$ cat src/hdl/cbts_pkg.sv
package cbts_pkg;

    // Field and datapath widths.
    localparam int DIV_W    = 32;
    localparam int CLK_W    = 32;
    localparam int RATE_W   = 24;
    localparam int STATUS_W = 3;
    localparam int PRE_W    = 11;
    localparam int SEG1_W   = 5;
    localparam int SEG2_W   = 4;
    localparam int SP_W     = 10;
    localparam int SUM_W    = 5;

    // Default limits handed to the top level parameters.
    localparam int MAX_PRESCALER_DEF = 1024;
    localparam int MAX_SEG1_DEF      = 16;
    localparam int MAX_SEG2_DEF      = 8;

    // Clock register reset value and rate classes.
    localparam logic [CLK_W-1:0]  CLK_HZ_RESET = 32'd36000000;
    localparam logic [RATE_W-1:0] RATE_FAST    = 24'd1000000;
    localparam logic [SUM_W-1:0]  SUM_TOP_FAST = 5'd9;
    localparam logic [SUM_W-1:0]  SUM_TOP_SLOW = 5'd16;
    localparam logic [SUM_W-1:0]  SUM_MIN      = 5'd2;

    typedef enum logic [STATUS_W-1:0] {
        ST_OK        = 3'd0,
        ST_ZERO_RATE = 3'd1,
        ST_NO_DIV    = 3'd2,
        ST_PRE_RANGE = 3'd3,
        ST_CHECK     = 3'd4
    } status_t;

    // Request to and response from the serial divider.
    typedef struct packed {
        logic             start;
        logic [DIV_W-1:0] dividend;
        logic [DIV_W-1:0] divisor;
    } div_req_t;

    typedef struct packed {
        logic             busy;
        logic             done;
        logic [DIV_W-1:0] quotient;
        logic [DIV_W-1:0] remainder;
    } div_rsp_t;

    typedef struct packed {
        logic [SEG1_W-1:0] seg1;
        logic [SEG2_W-1:0] seg2;
        logic [SP_W-1:0]   sp;
    } seg_split_t;

    // Segment split for a given segment sum. Round to nearest first; where the
    // sample point would pass 900 per mille the rounded-down split is listed.
    function automatic seg_split_t split_of_sum(input logic [SUM_W-1:0] sum);
        seg_split_t r;
        unique case (sum)
            5'd2:    r = '{seg1: 5'd1,  seg2: 4'd1, sp: 10'd666};
            5'd3:    r = '{seg1: 5'd2,  seg2: 4'd1, sp: 10'd750};
            5'd4:    r = '{seg1: 5'd3,  seg2: 4'd1, sp: 10'd800};
            5'd5:    r = '{seg1: 5'd4,  seg2: 4'd1, sp: 10'd833};
            5'd6:    r = '{seg1: 5'd5,  seg2: 4'd1, sp: 10'd857};
            5'd7:    r = '{seg1: 5'd6,  seg2: 4'd1, sp: 10'd875};
            5'd8:    r = '{seg1: 5'd7,  seg2: 4'd1, sp: 10'd888};
            5'd9:    r = '{seg1: 5'd8,  seg2: 4'd1, sp: 10'd900};
            5'd10:   r = '{seg1: 5'd8,  seg2: 4'd2, sp: 10'd818};
            5'd11:   r = '{seg1: 5'd9,  seg2: 4'd2, sp: 10'd833};
            5'd12:   r = '{seg1: 5'd10, seg2: 4'd2, sp: 10'd846};
            5'd13:   r = '{seg1: 5'd11, seg2: 4'd2, sp: 10'd857};
            5'd14:   r = '{seg1: 5'd12, seg2: 4'd2, sp: 10'd866};
            5'd15:   r = '{seg1: 5'd13, seg2: 4'd2, sp: 10'd875};
            5'd16:   r = '{seg1: 5'd14, seg2: 4'd2, sp: 10'd882};
            default: r = '0;
        endcase
        return r;
    endfunction

endpackage

$ cat src/hdl/cbts_if.sv
interface cbts_req_if;
    logic                         valid;
    logic                         ready;
    logic [cbts_pkg::RATE_W-1:0]  bit_rate;

    modport source (output valid, output bit_rate, input ready);
    modport sink (input valid, input bit_rate, output ready);
endinterface

interface cbts_res_if;
    logic                          valid;
    logic                          ready;
    logic [cbts_pkg::STATUS_W-1:0] status;
    logic [cbts_pkg::PRE_W-1:0]    prescaler;
    logic [cbts_pkg::SEG1_W-1:0]   seg1;
    logic [cbts_pkg::SEG2_W-1:0]   seg2;
    logic [cbts_pkg::SP_W-1:0]     sample_point;

    modport source (output valid, output status, output prescaler, output seg1,
                    output seg2, output sample_point, input ready);
    modport sink (input valid, input status, input prescaler, input seg1,
                  input seg2, input sample_point, output ready);
endinterface

$ cat src/hdl/cbts_serial_div.sv
module cbts_serial_div (
    input  logic               clk,
    input  logic               rst_n,
    input  cbts_pkg::div_req_t req,
    output cbts_pkg::div_rsp_t rsp
);

    localparam int W     = cbts_pkg::DIV_W;
    localparam int CNT_W = $clog2(W);

    logic             busy_reg, busy_next;
    logic             done_reg, done_next;
    logic [CNT_W-1:0] count_reg, count_next;
    logic [W-1:0]     dvd_reg, dvd_next;
    logic [W-1:0]     dvs_reg, dvs_next;
    logic [W-1:0]     rem_reg, rem_next;

    logic [W:0]       shifted;
    logic             fits;

    // One restoring step: bring in the next dividend bit, subtract if it fits.
    assign shifted = {rem_reg, dvd_reg[W-1]};
    assign fits    = shifted >= {1'b0, dvs_reg};

    always_comb
    begin
        busy_next  = busy_reg;
        done_next  = 1'b0;
        count_next = count_reg;
        dvd_next   = dvd_reg;
        dvs_next   = dvs_reg;
        rem_next   = rem_reg;
        if (req.start)
        begin
            busy_next  = 1'b1;
            count_next = CNT_W'(W - 1);
            dvd_next   = req.dividend;
            dvs_next   = req.divisor;
            rem_next   = '0;
        end
        else if (busy_reg)
        begin
            rem_next   = fits ? W'(shifted - {1'b0, dvs_reg}) : shifted[W-1:0];
            dvd_next   = {dvd_reg[W-2:0], fits};
            count_next = count_reg - CNT_W'(1);
            if (count_reg == '0)
            begin
                busy_next = 1'b0;
                done_next = 1'b1;
            end
        end
    end

    // Control state.
    always_ff @(posedge clk or negedge rst_n)
    begin
        if (!rst_n)
        begin
            busy_reg  <= 1'b0;
            done_reg  <= 1'b0;
            count_reg <= '0;
        end
        else
        begin
            busy_reg  <= busy_next;
            done_reg  <= done_next;
            count_reg <= count_next;
        end
    end

    // Operand and result shift registers.
    always_ff @(posedge clk)
    begin
        dvd_reg <= dvd_next;
        dvs_reg <= dvs_next;
        rem_reg <= rem_next;
    end

    // The dividend register holds the quotient once all bits are through.
    assign rsp.busy      = busy_reg;
    assign rsp.done      = done_reg;
    assign rsp.quotient  = dvd_reg;
    assign rsp.remainder = rem_reg;

endmodule

$ cat src/hdl/can_bit_timing_solver.sv
// A zero rate goes straight to the result; otherwise the request runs one division for
// clock/rate, one to fifteen modulo trials and, with the prescaler in range, one exact-rate check.
// One request at a time; all divisions share the single bit-serial 32-bit divider.
// A new request is taken while a finished result waits in the output register.
// Reset (rst_n, asynchronous, active low) empties the output and sets the clock to 36 MHz.
module can_bit_timing_solver #(
    parameter int MAX_PRESCALER = cbts_pkg::MAX_PRESCALER_DEF,
    parameter int MAX_SEG1      = cbts_pkg::MAX_SEG1_DEF,
    parameter int MAX_SEG2      = cbts_pkg::MAX_SEG2_DEF
) (
    input  logic                       clk,
    input  logic                       rst_n,
    input  logic                       cfg_wr_en,
    input  logic [cbts_pkg::CLK_W-1:0] cfg_wr_data,
    cbts_req_if.sink                   req,
    cbts_res_if.source                 res
);

    localparam int DW = cbts_pkg::DIV_W;
    localparam int SW = cbts_pkg::SUM_W;

    typedef enum logic [4:0] {
        S_IDLE = 5'b00001,
        S_DIV  = 5'b00010,
        S_MOD  = 5'b00100,
        S_CHK  = 5'b01000,
        S_FIN  = 5'b10000
    } state_t;

    state_t                           state_reg, state_next;
    logic [cbts_pkg::CLK_W-1:0]       clk_hz_reg;
    logic [cbts_pkg::RATE_W-1:0]      rate_reg, rate_next;
    logic [DW-1:0]                    pbs_reg, pbs_next;
    logic [SW-1:0]                    sum_reg, sum_next;
    logic [cbts_pkg::PRE_W-1:0]       pre_reg, pre_next;
    cbts_pkg::status_t                status_reg, status_next;
    cbts_pkg::div_req_t               div_req_reg, div_req_next;
    cbts_pkg::div_rsp_t               div_rsp;
    cbts_pkg::seg_split_t             split;
    logic                             seg_ok;

    logic                             out_valid_reg, out_valid_next;
    logic [cbts_pkg::STATUS_W-1:0]    out_status_reg, out_status_next;
    logic [cbts_pkg::PRE_W-1:0]       out_pre_reg, out_pre_next;
    logic [cbts_pkg::SEG1_W-1:0]      out_seg1_reg, out_seg1_next;
    logic [cbts_pkg::SEG2_W-1:0]      out_seg2_reg, out_seg2_next;
    logic [cbts_pkg::SP_W-1:0]        out_sp_reg, out_sp_next;

    cbts_serial_div u_div (
        .clk   (clk),
        .rst_n (rst_n),
        .req   (div_req_reg),
        .rsp   (div_rsp)
    );

    // Segment split for the current sum and its range check.
    assign split  = cbts_pkg::split_of_sum(sum_reg);
    assign seg_ok = (split.seg1 != '0) && (32'(split.seg1) <= 32'(MAX_SEG1))
                 && (split.seg2 != '0) && (32'(split.seg2) <= 32'(MAX_SEG2));

    assign req.ready = (state_reg == S_IDLE);

    // Sequencer: clock/rate, downward divisor search, exact-rate check.
    always_comb
    begin
        state_next      = state_reg;
        rate_next       = rate_reg;
        pbs_next        = pbs_reg;
        sum_next        = sum_reg;
        pre_next        = pre_reg;
        status_next     = status_reg;
        div_req_next    = '0;
        out_valid_next  = out_valid_reg && !res.ready;
        out_status_next = out_status_reg;
        out_pre_next    = out_pre_reg;
        out_seg1_next   = out_seg1_reg;
        out_seg2_next   = out_seg2_reg;
        out_sp_next     = out_sp_reg;

        unique case (state_reg)
            S_IDLE:
            begin
                if (req.valid)
                begin
                    rate_next = req.bit_rate;
                    sum_next  = (req.bit_rate >= cbts_pkg::RATE_FAST) ?
                                cbts_pkg::SUM_TOP_FAST : cbts_pkg::SUM_TOP_SLOW;
                    if (req.bit_rate == '0)
                    begin
                        status_next = cbts_pkg::ST_ZERO_RATE;
                        state_next  = S_FIN;
                    end
                    else
                    begin
                        div_req_next = '{start: 1'b1, dividend: clk_hz_reg,
                                         divisor: DW'(req.bit_rate)};
                        state_next   = S_DIV;
                    end
                end
            end
            S_DIV:
            begin
                if (div_rsp.done)
                begin
                    pbs_next     = div_rsp.quotient;
                    div_req_next = '{start: 1'b1, dividend: div_rsp.quotient,
                                     divisor: DW'(sum_reg) + DW'(1)};
                    state_next   = S_MOD;
                end
            end
            S_MOD:
            begin
                if (div_rsp.done)
                begin
                    if (div_rsp.remainder == '0)
                    begin
                        pre_next = div_rsp.quotient[cbts_pkg::PRE_W-1:0];
                        if (div_rsp.quotient == '0
                            || div_rsp.quotient > DW'(MAX_PRESCALER))
                        begin
                            status_next = cbts_pkg::ST_PRE_RANGE;
                            state_next  = S_FIN;
                        end
                        else
                        begin
                            div_req_next = '{start: 1'b1, dividend: clk_hz_reg,
                                             divisor: pbs_reg};
                            state_next   = S_CHK;
                        end
                    end
                    else if (sum_reg <= cbts_pkg::SUM_MIN)
                    begin
                        status_next = cbts_pkg::ST_NO_DIV;
                        state_next  = S_FIN;
                    end
                    else
                    begin
                        // Next trial divides by the old sum, which is the new sum plus one.
                        sum_next     = sum_reg - SW'(1);
                        div_req_next = '{start: 1'b1, dividend: pbs_reg,
                                         divisor: DW'(sum_reg)};
                    end
                end
            end
            S_CHK:
            begin
                if (div_rsp.done)
                begin
                    if (div_rsp.quotient == DW'(rate_reg) && seg_ok)
                        status_next = cbts_pkg::ST_OK;
                    else
                        status_next = cbts_pkg::ST_CHECK;
                    state_next = S_FIN;
                end
            end
            S_FIN:
            begin
                // Load the output register once the previous transfer has gone.
                if (!out_valid_reg || res.ready)
                begin
                    out_valid_next  = 1'b1;
                    out_status_next = status_reg;
                    if (status_reg == cbts_pkg::ST_OK)
                    begin
                        out_pre_next  = pre_reg;
                        out_seg1_next = split.seg1;
                        out_seg2_next = split.seg2;
                        out_sp_next   = split.sp;
                    end
                    else
                    begin
                        out_pre_next  = '0;
                        out_seg1_next = '0;
                        out_seg2_next = '0;
                        out_sp_next   = '0;
                    end
                    state_next = S_IDLE;
                end
            end
            default:
            begin
                state_next = S_IDLE;
            end
        endcase
    end

    // Control state.
    always_ff @(posedge clk or negedge rst_n)
    begin
        if (!rst_n)
        begin
            state_reg     <= S_IDLE;
            div_req_reg   <= '0;
            out_valid_reg <= 1'b0;
            clk_hz_reg    <= cbts_pkg::CLK_HZ_RESET;
        end
        else
        begin
            state_reg     <= state_next;
            div_req_reg   <= div_req_next;
            out_valid_reg <= out_valid_next;
            if (cfg_wr_en)
                clk_hz_reg <= cfg_wr_data;
        end
    end

    // Working values and output payload.
    always_ff @(posedge clk)
    begin
        rate_reg       <= rate_next;
        pbs_reg        <= pbs_next;
        sum_reg        <= sum_next;
        pre_reg        <= pre_next;
        status_reg     <= status_next;
        out_status_reg <= out_status_next;
        out_pre_reg    <= out_pre_next;
        out_seg1_reg   <= out_seg1_next;
        out_seg2_reg   <= out_seg2_next;
        out_sp_reg     <= out_sp_next;
    end

    assign res.valid        = out_valid_reg;
    assign res.status       = out_status_reg;
    assign res.prescaler    = out_pre_reg;
    assign res.seg1         = out_seg1_reg;
    assign res.seg2         = out_seg2_reg;
    assign res.sample_point = out_sp_reg;

    // A division is only started while the divider is free.
    assert property (@(posedge clk) disable iff (!rst_n)
        div_req_reg.start |-> !div_rsp.busy)
    else $error("divider started while busy");

    // The search never leaves the legal range of segment sums.
    assert property (@(posedge clk) disable iff (!rst_n)
        (state_reg == S_MOD) |-> (sum_reg >= cbts_pkg::SUM_MIN
                                  && sum_reg <= cbts_pkg::SUM_TOP_SLOW))
    else $error("segment sum out of range during search");

    // A failed request carries all-zero timing fields.
    assert property (@(posedge clk) disable iff (!rst_n)
        (res.valid && res.status != cbts_pkg::ST_OK) |->
        (res.prescaler == '0 && res.seg1 == '0 && res.seg2 == '0
         && res.sample_point == '0))
    else $error("nonzero fields on failed result");

    // A good result has a nonzero prescaler and both segments populated.
    assert property (@(posedge clk) disable iff (!rst_n)
        (res.valid && res.status == cbts_pkg::ST_OK) |->
        (res.prescaler != '0 && res.seg1 != '0 && res.seg2 != '0))
    else $error("empty field on good result");

endmodule
$ cat src/flat_wrapper.sv
// flat-port wrapper written by rule: the top's interface ports become plain ports
module can_bit_timing_solver_flat 
#(
    parameter int MAX_PRESCALER = cbts_pkg::MAX_PRESCALER_DEF,
    parameter int MAX_SEG1      = cbts_pkg::MAX_SEG1_DEF,
    parameter int MAX_SEG2      = cbts_pkg::MAX_SEG2_DEF
)
  (clk, rst_n, cfg_wr_en, cfg_wr_data, req_valid, req_bit_rate, req_ready, res_valid, res_status, res_prescaler, res_seg1, res_seg2, res_sample_point, res_ready);
  cbts_req_if req_i ();
  cbts_res_if res_i ();
  input  logic clk;
  input  logic rst_n;
  input  logic cfg_wr_en;
  input  logic [cbts_pkg::CLK_W-1:0] cfg_wr_data;
  input wire logic [$bits(req_i.valid)-1:0] req_valid;
  input wire logic [$bits(req_i.bit_rate)-1:0] req_bit_rate;
  output wire logic [$bits(req_i.ready)-1:0] req_ready;
  output wire logic [$bits(res_i.valid)-1:0] res_valid;
  output wire logic [$bits(res_i.status)-1:0] res_status;
  output wire logic [$bits(res_i.prescaler)-1:0] res_prescaler;
  output wire logic [$bits(res_i.seg1)-1:0] res_seg1;
  output wire logic [$bits(res_i.seg2)-1:0] res_seg2;
  output wire logic [$bits(res_i.sample_point)-1:0] res_sample_point;
  input wire logic [$bits(res_i.ready)-1:0] res_ready;
  assign req_i.valid = req_valid;
  assign req_i.bit_rate = req_bit_rate;
  assign req_ready = req_i.ready;
  assign res_valid = res_i.valid;
  assign res_status = res_i.status;
  assign res_prescaler = res_i.prescaler;
  assign res_seg1 = res_i.seg1;
  assign res_seg2 = res_i.seg2;
  assign res_sample_point = res_i.sample_point;
  assign res_i.ready = res_ready;
  can_bit_timing_solver #(.MAX_PRESCALER(MAX_PRESCALER), .MAX_SEG1(MAX_SEG1), .MAX_SEG2(MAX_SEG2)) u_core (.clk(clk), .rst_n(rst_n), .cfg_wr_en(cfg_wr_en), .cfg_wr_data(cfg_wr_data), .req(req_i), .res(res_i));
endmodule
$ cat config.mk
export PLATFORM = sky130hd
export DESIGN_NAME = can_bit_timing_solver_flat
export DESIGN_NICKNAME = d
export VERILOG_FILES = /design/src/hdl/cbts_pkg.sv /design/src/hdl/cbts_if.sv /design/src/hdl/cbts_serial_div.sv /design/src/hdl/can_bit_timing_solver.sv /design/src/flat_wrapper.sv
export SDC_FILE = /design/constraint.sdc
export NUM_CORES = 1
export LEC_CHECK = 0
export ABC_AREA = 1
export BUFFER_PORTS_ARGS = -buffer_cell sky130_fd_sc_hd__buf_2
export CAP_MARGIN = 20
export CORE_ASPECT_RATIO = 0.5
export CORE_MARGIN = 1.5
export CORE_UTILIZATION = 35
export CTS_CLUSTER_DIAMETER = 50
export DETAILED_ROUTE_END_ITERATION = 16
export GPL_TIMING_DRIVEN = 0
export SETUP_SLACK_MARGIN = 0.05
export SYNTH_ARGS = -nofsm -noshare
export SYNTH_HDL_FRONTEND = slang
export SYNTH_HIERARCHICAL = 1
export SYNTH_SLANG_ARGS = --single-unit
$ cat constraint.sdc
create_clock -name clk -period 6.69 [get_ports clk]
set_input_delay 0 -clock clk [delete_from_list [all_inputs] [get_ports clk]]
set_output_delay 0 -clock clk [all_outputs]
set_load 0.03 [all_outputs]
==> out/qor.csv <==
metric;value;unit
H-Tree Level Count;2;
worst path required time;7050;ps
max FFs per register;65;
Via density;4.89;
antenna violation net count after detailed routing;0;
share of cells above drive strength 1;11.3;%
die outline height;157;µm
row cnt;56;
TNS Setup;0;ps
CP Cell Sequence;inv_1 -> nand4_1 -> nor4_1 -> nand4_1 -> nor2_1 -> nand2_1 -> nor2_1 -> nand2_1 -> clkbuf_1 -> o21ai_0;
Net Sw Frac;42.1;%
Worst-Skew Late Latency;540;ps
DRT iter0 DRCs;1223;
Ports;96;
GR Overflow Total;0;
pre-CTS WS;3560;ps
CP startpoint;u_core/u_div/dvd_reg[19]$_DFFE_PP_;
largest net degree at the start of global routing;58;
RSZ-0062 raised after global routing;no;
WP buf/inv;2;
clock network fraction of design power;23.0;%
clk slew on worst S/H paths;60;ps
Seq pwr share;34.2;%
area grow syn2layout;19.4;%
Max stage delay on crit path;630;ps
clock skew;30.1;ps
crit path max-delay cell type;o21ai_0;
Clock Path Buffers;3;
r2r setup slk;3240;ps
Core ar.;46800;µm²
Leak;0.00950;µW
first-pass GRT wire length;75400;µm
YS warnings;6;
cell family with most CP delay;simple AND/OR/NAND/NOR gates;
final worst slack;3240;ps
CTS Buf Count;36;
Die X;311;µm
Placer Congestion;0.944;
antenna violations before repair;0;
vias in the first global route;13100;
Slew Viols, Final;0;
CTS tree;yes;
clk sink count;327;
post_cts resized;0;
Worst EP arrival;3810;ps
final core utilization;42.3;%
Slew @ Worst Pin;1060;ps
Initial Util;35.4;%
Setup CP Type;reg -> reg;
Inserted Diodes;0;
Syn Std Cell Area;16600;µm²
crit path time final;3450;ps
Logic pwr share;42.7;%
Reg2Reg Launch Point;u_core/u_div/dvd_reg[19]$_DFFE_PP_;
WHS;-22.7;ps
DRT Pass-1 Iters;6;
PD cells;448;nW/µm²
Final Hold Viols;7;
failing checks;negative hold slack;
synthesized instance count;1959;
status;finished with violations;
DP Wirelength;36700;µm
FF-to-FF End;u_core/div_req_reg[14]$_DFF_PN0_;
Avg WL per Cell;17.4;µm
Pint;5130;µW
Overall Global Routing Usage;20.0;%
max-cap violations;0;
Sw Pwr;3730;µW
PortBufs;91;
Worst setup SP type;flop;
fin crit share;51.6;%
Peak VDD IR;0.000181;V
cells on worst reg2reg path;10;
nets@finish;2258;
Crit. End Element;flop;
Final setup viols;0;
via count;13800;
crit path max fanout;10;
CP Depth;10;
fmax;0.290;GHz
Worst Setup EP;u_core/div_req_reg[14]$_DFF_PN0_;
Die ar.;48700;µm²
clock root buffer;clkbuf_16;
Hold/Removal Path Class;in -> async;
final WL;49000;µm
syn_area_per_cell;8.46;µm²
DRC Markers;0;
Max transition margin;29.2;%
## layout make-up
| class | instances | area (µm²) |
|---|---|---|
| Fill cell | 4687 | 27000 |
| Sequential cell | 327 | 8800 |
| Multi-Input combinational cell | 1229 | 6200 |
| Inverter | 346 | 1300 |
| Timing Repair Buffer | 154 | 1140 |
| Clock buffer | 47 | 1090 |
| Tap cell | 638 | 798 |
| Buffer | 59 | 290 |
| Clock inverter | 19 | 164 |
## worst min path at each step
stage | startpoint | end | slack (ps) | cells after the start
global placement | cfg_wr_data[28] | u_core/clk_hz_reg[28]$_DFFE_PN0P_ | 210 | 3
CTS | rst_n | u_core/clk_hz_reg[19]$_DFFE_PN0P_ | 8 | 2
global route | cfg_wr_en | u_core/clk_hz_reg[0]$_DFFE_PN0P_ | 20 | 2
detailed placement | rst_n | u_core/clk_hz_reg[15]$_DFFE_PN0P_ | 0.03 | 1
floorplan | rst_n | u_core/clk_hz_reg[0]$_DFFE_PN0P_ | -300 | 0
finish | rst_n | u_core/clk_hz_reg[19]$_DFFE_PN0P_ | -20 | 2
## power by group through the flow
stage               combinational [µW]  clock [µW]  sequential, µW
detailed placement                3710           0            3060
floorplan                         2670           0            2970
global placement                  3660           0            3070
CTS                               3750        2080            3030
finish                            3780        2040            3030
global route                      4260        2160            3080
## stage by stage
stage | instances | instance area (µm²) | power (µW)
floorplan | 1961 | 16600 | 5640
global placement | 2690 | 17800 | 6730
detailed placement | 2694 | 17900 | 6770
CTS | 2819 | 19800 | 8860
global route | 2819 | 19800 | 9500
finish | 2819 | 19800 | 8860
## what timing repair did
action | CTS | global route
setup endpoints to repair | 0 | 0
endpoints found under the hold margin | 190 | 0
hold buffers | 59 | 0
setup buffers | 0 | 0
## placed cells by master (no fill, tap or decap), types with 12 or more instances in the layout
cell type        n
nand2_1        555
inv_1          333
edfxtp_1       169
nor2_1         131
nand3_1        112
buf_2          105
o21ai_0        102
dfrtp_1        102
a21oi_1         63
dlygate4sd3_1   59
dfxtp_1         48
ha_1            43
clkbuf_16       40
clkbuf_1        34
o32ai_1         23
nand3b_1        21
o22ai_1         17
nor4_1          16
xnor2_1         16
o21ai_1         16
nand4_1         13
nand2_2         12
xor2_1          12
## per-layer routing
metal  GRT usage [%]  part of all wire, %  vias up
met5               0                    0        -
met4            5.85                  2.6        0
met3            4.03                  7.2       84
met2            33.0                   46      424
met1            26.7                   44     6561
li1                -                    -     6714
No activity file was read; power rests on OpenSTA's default activity.
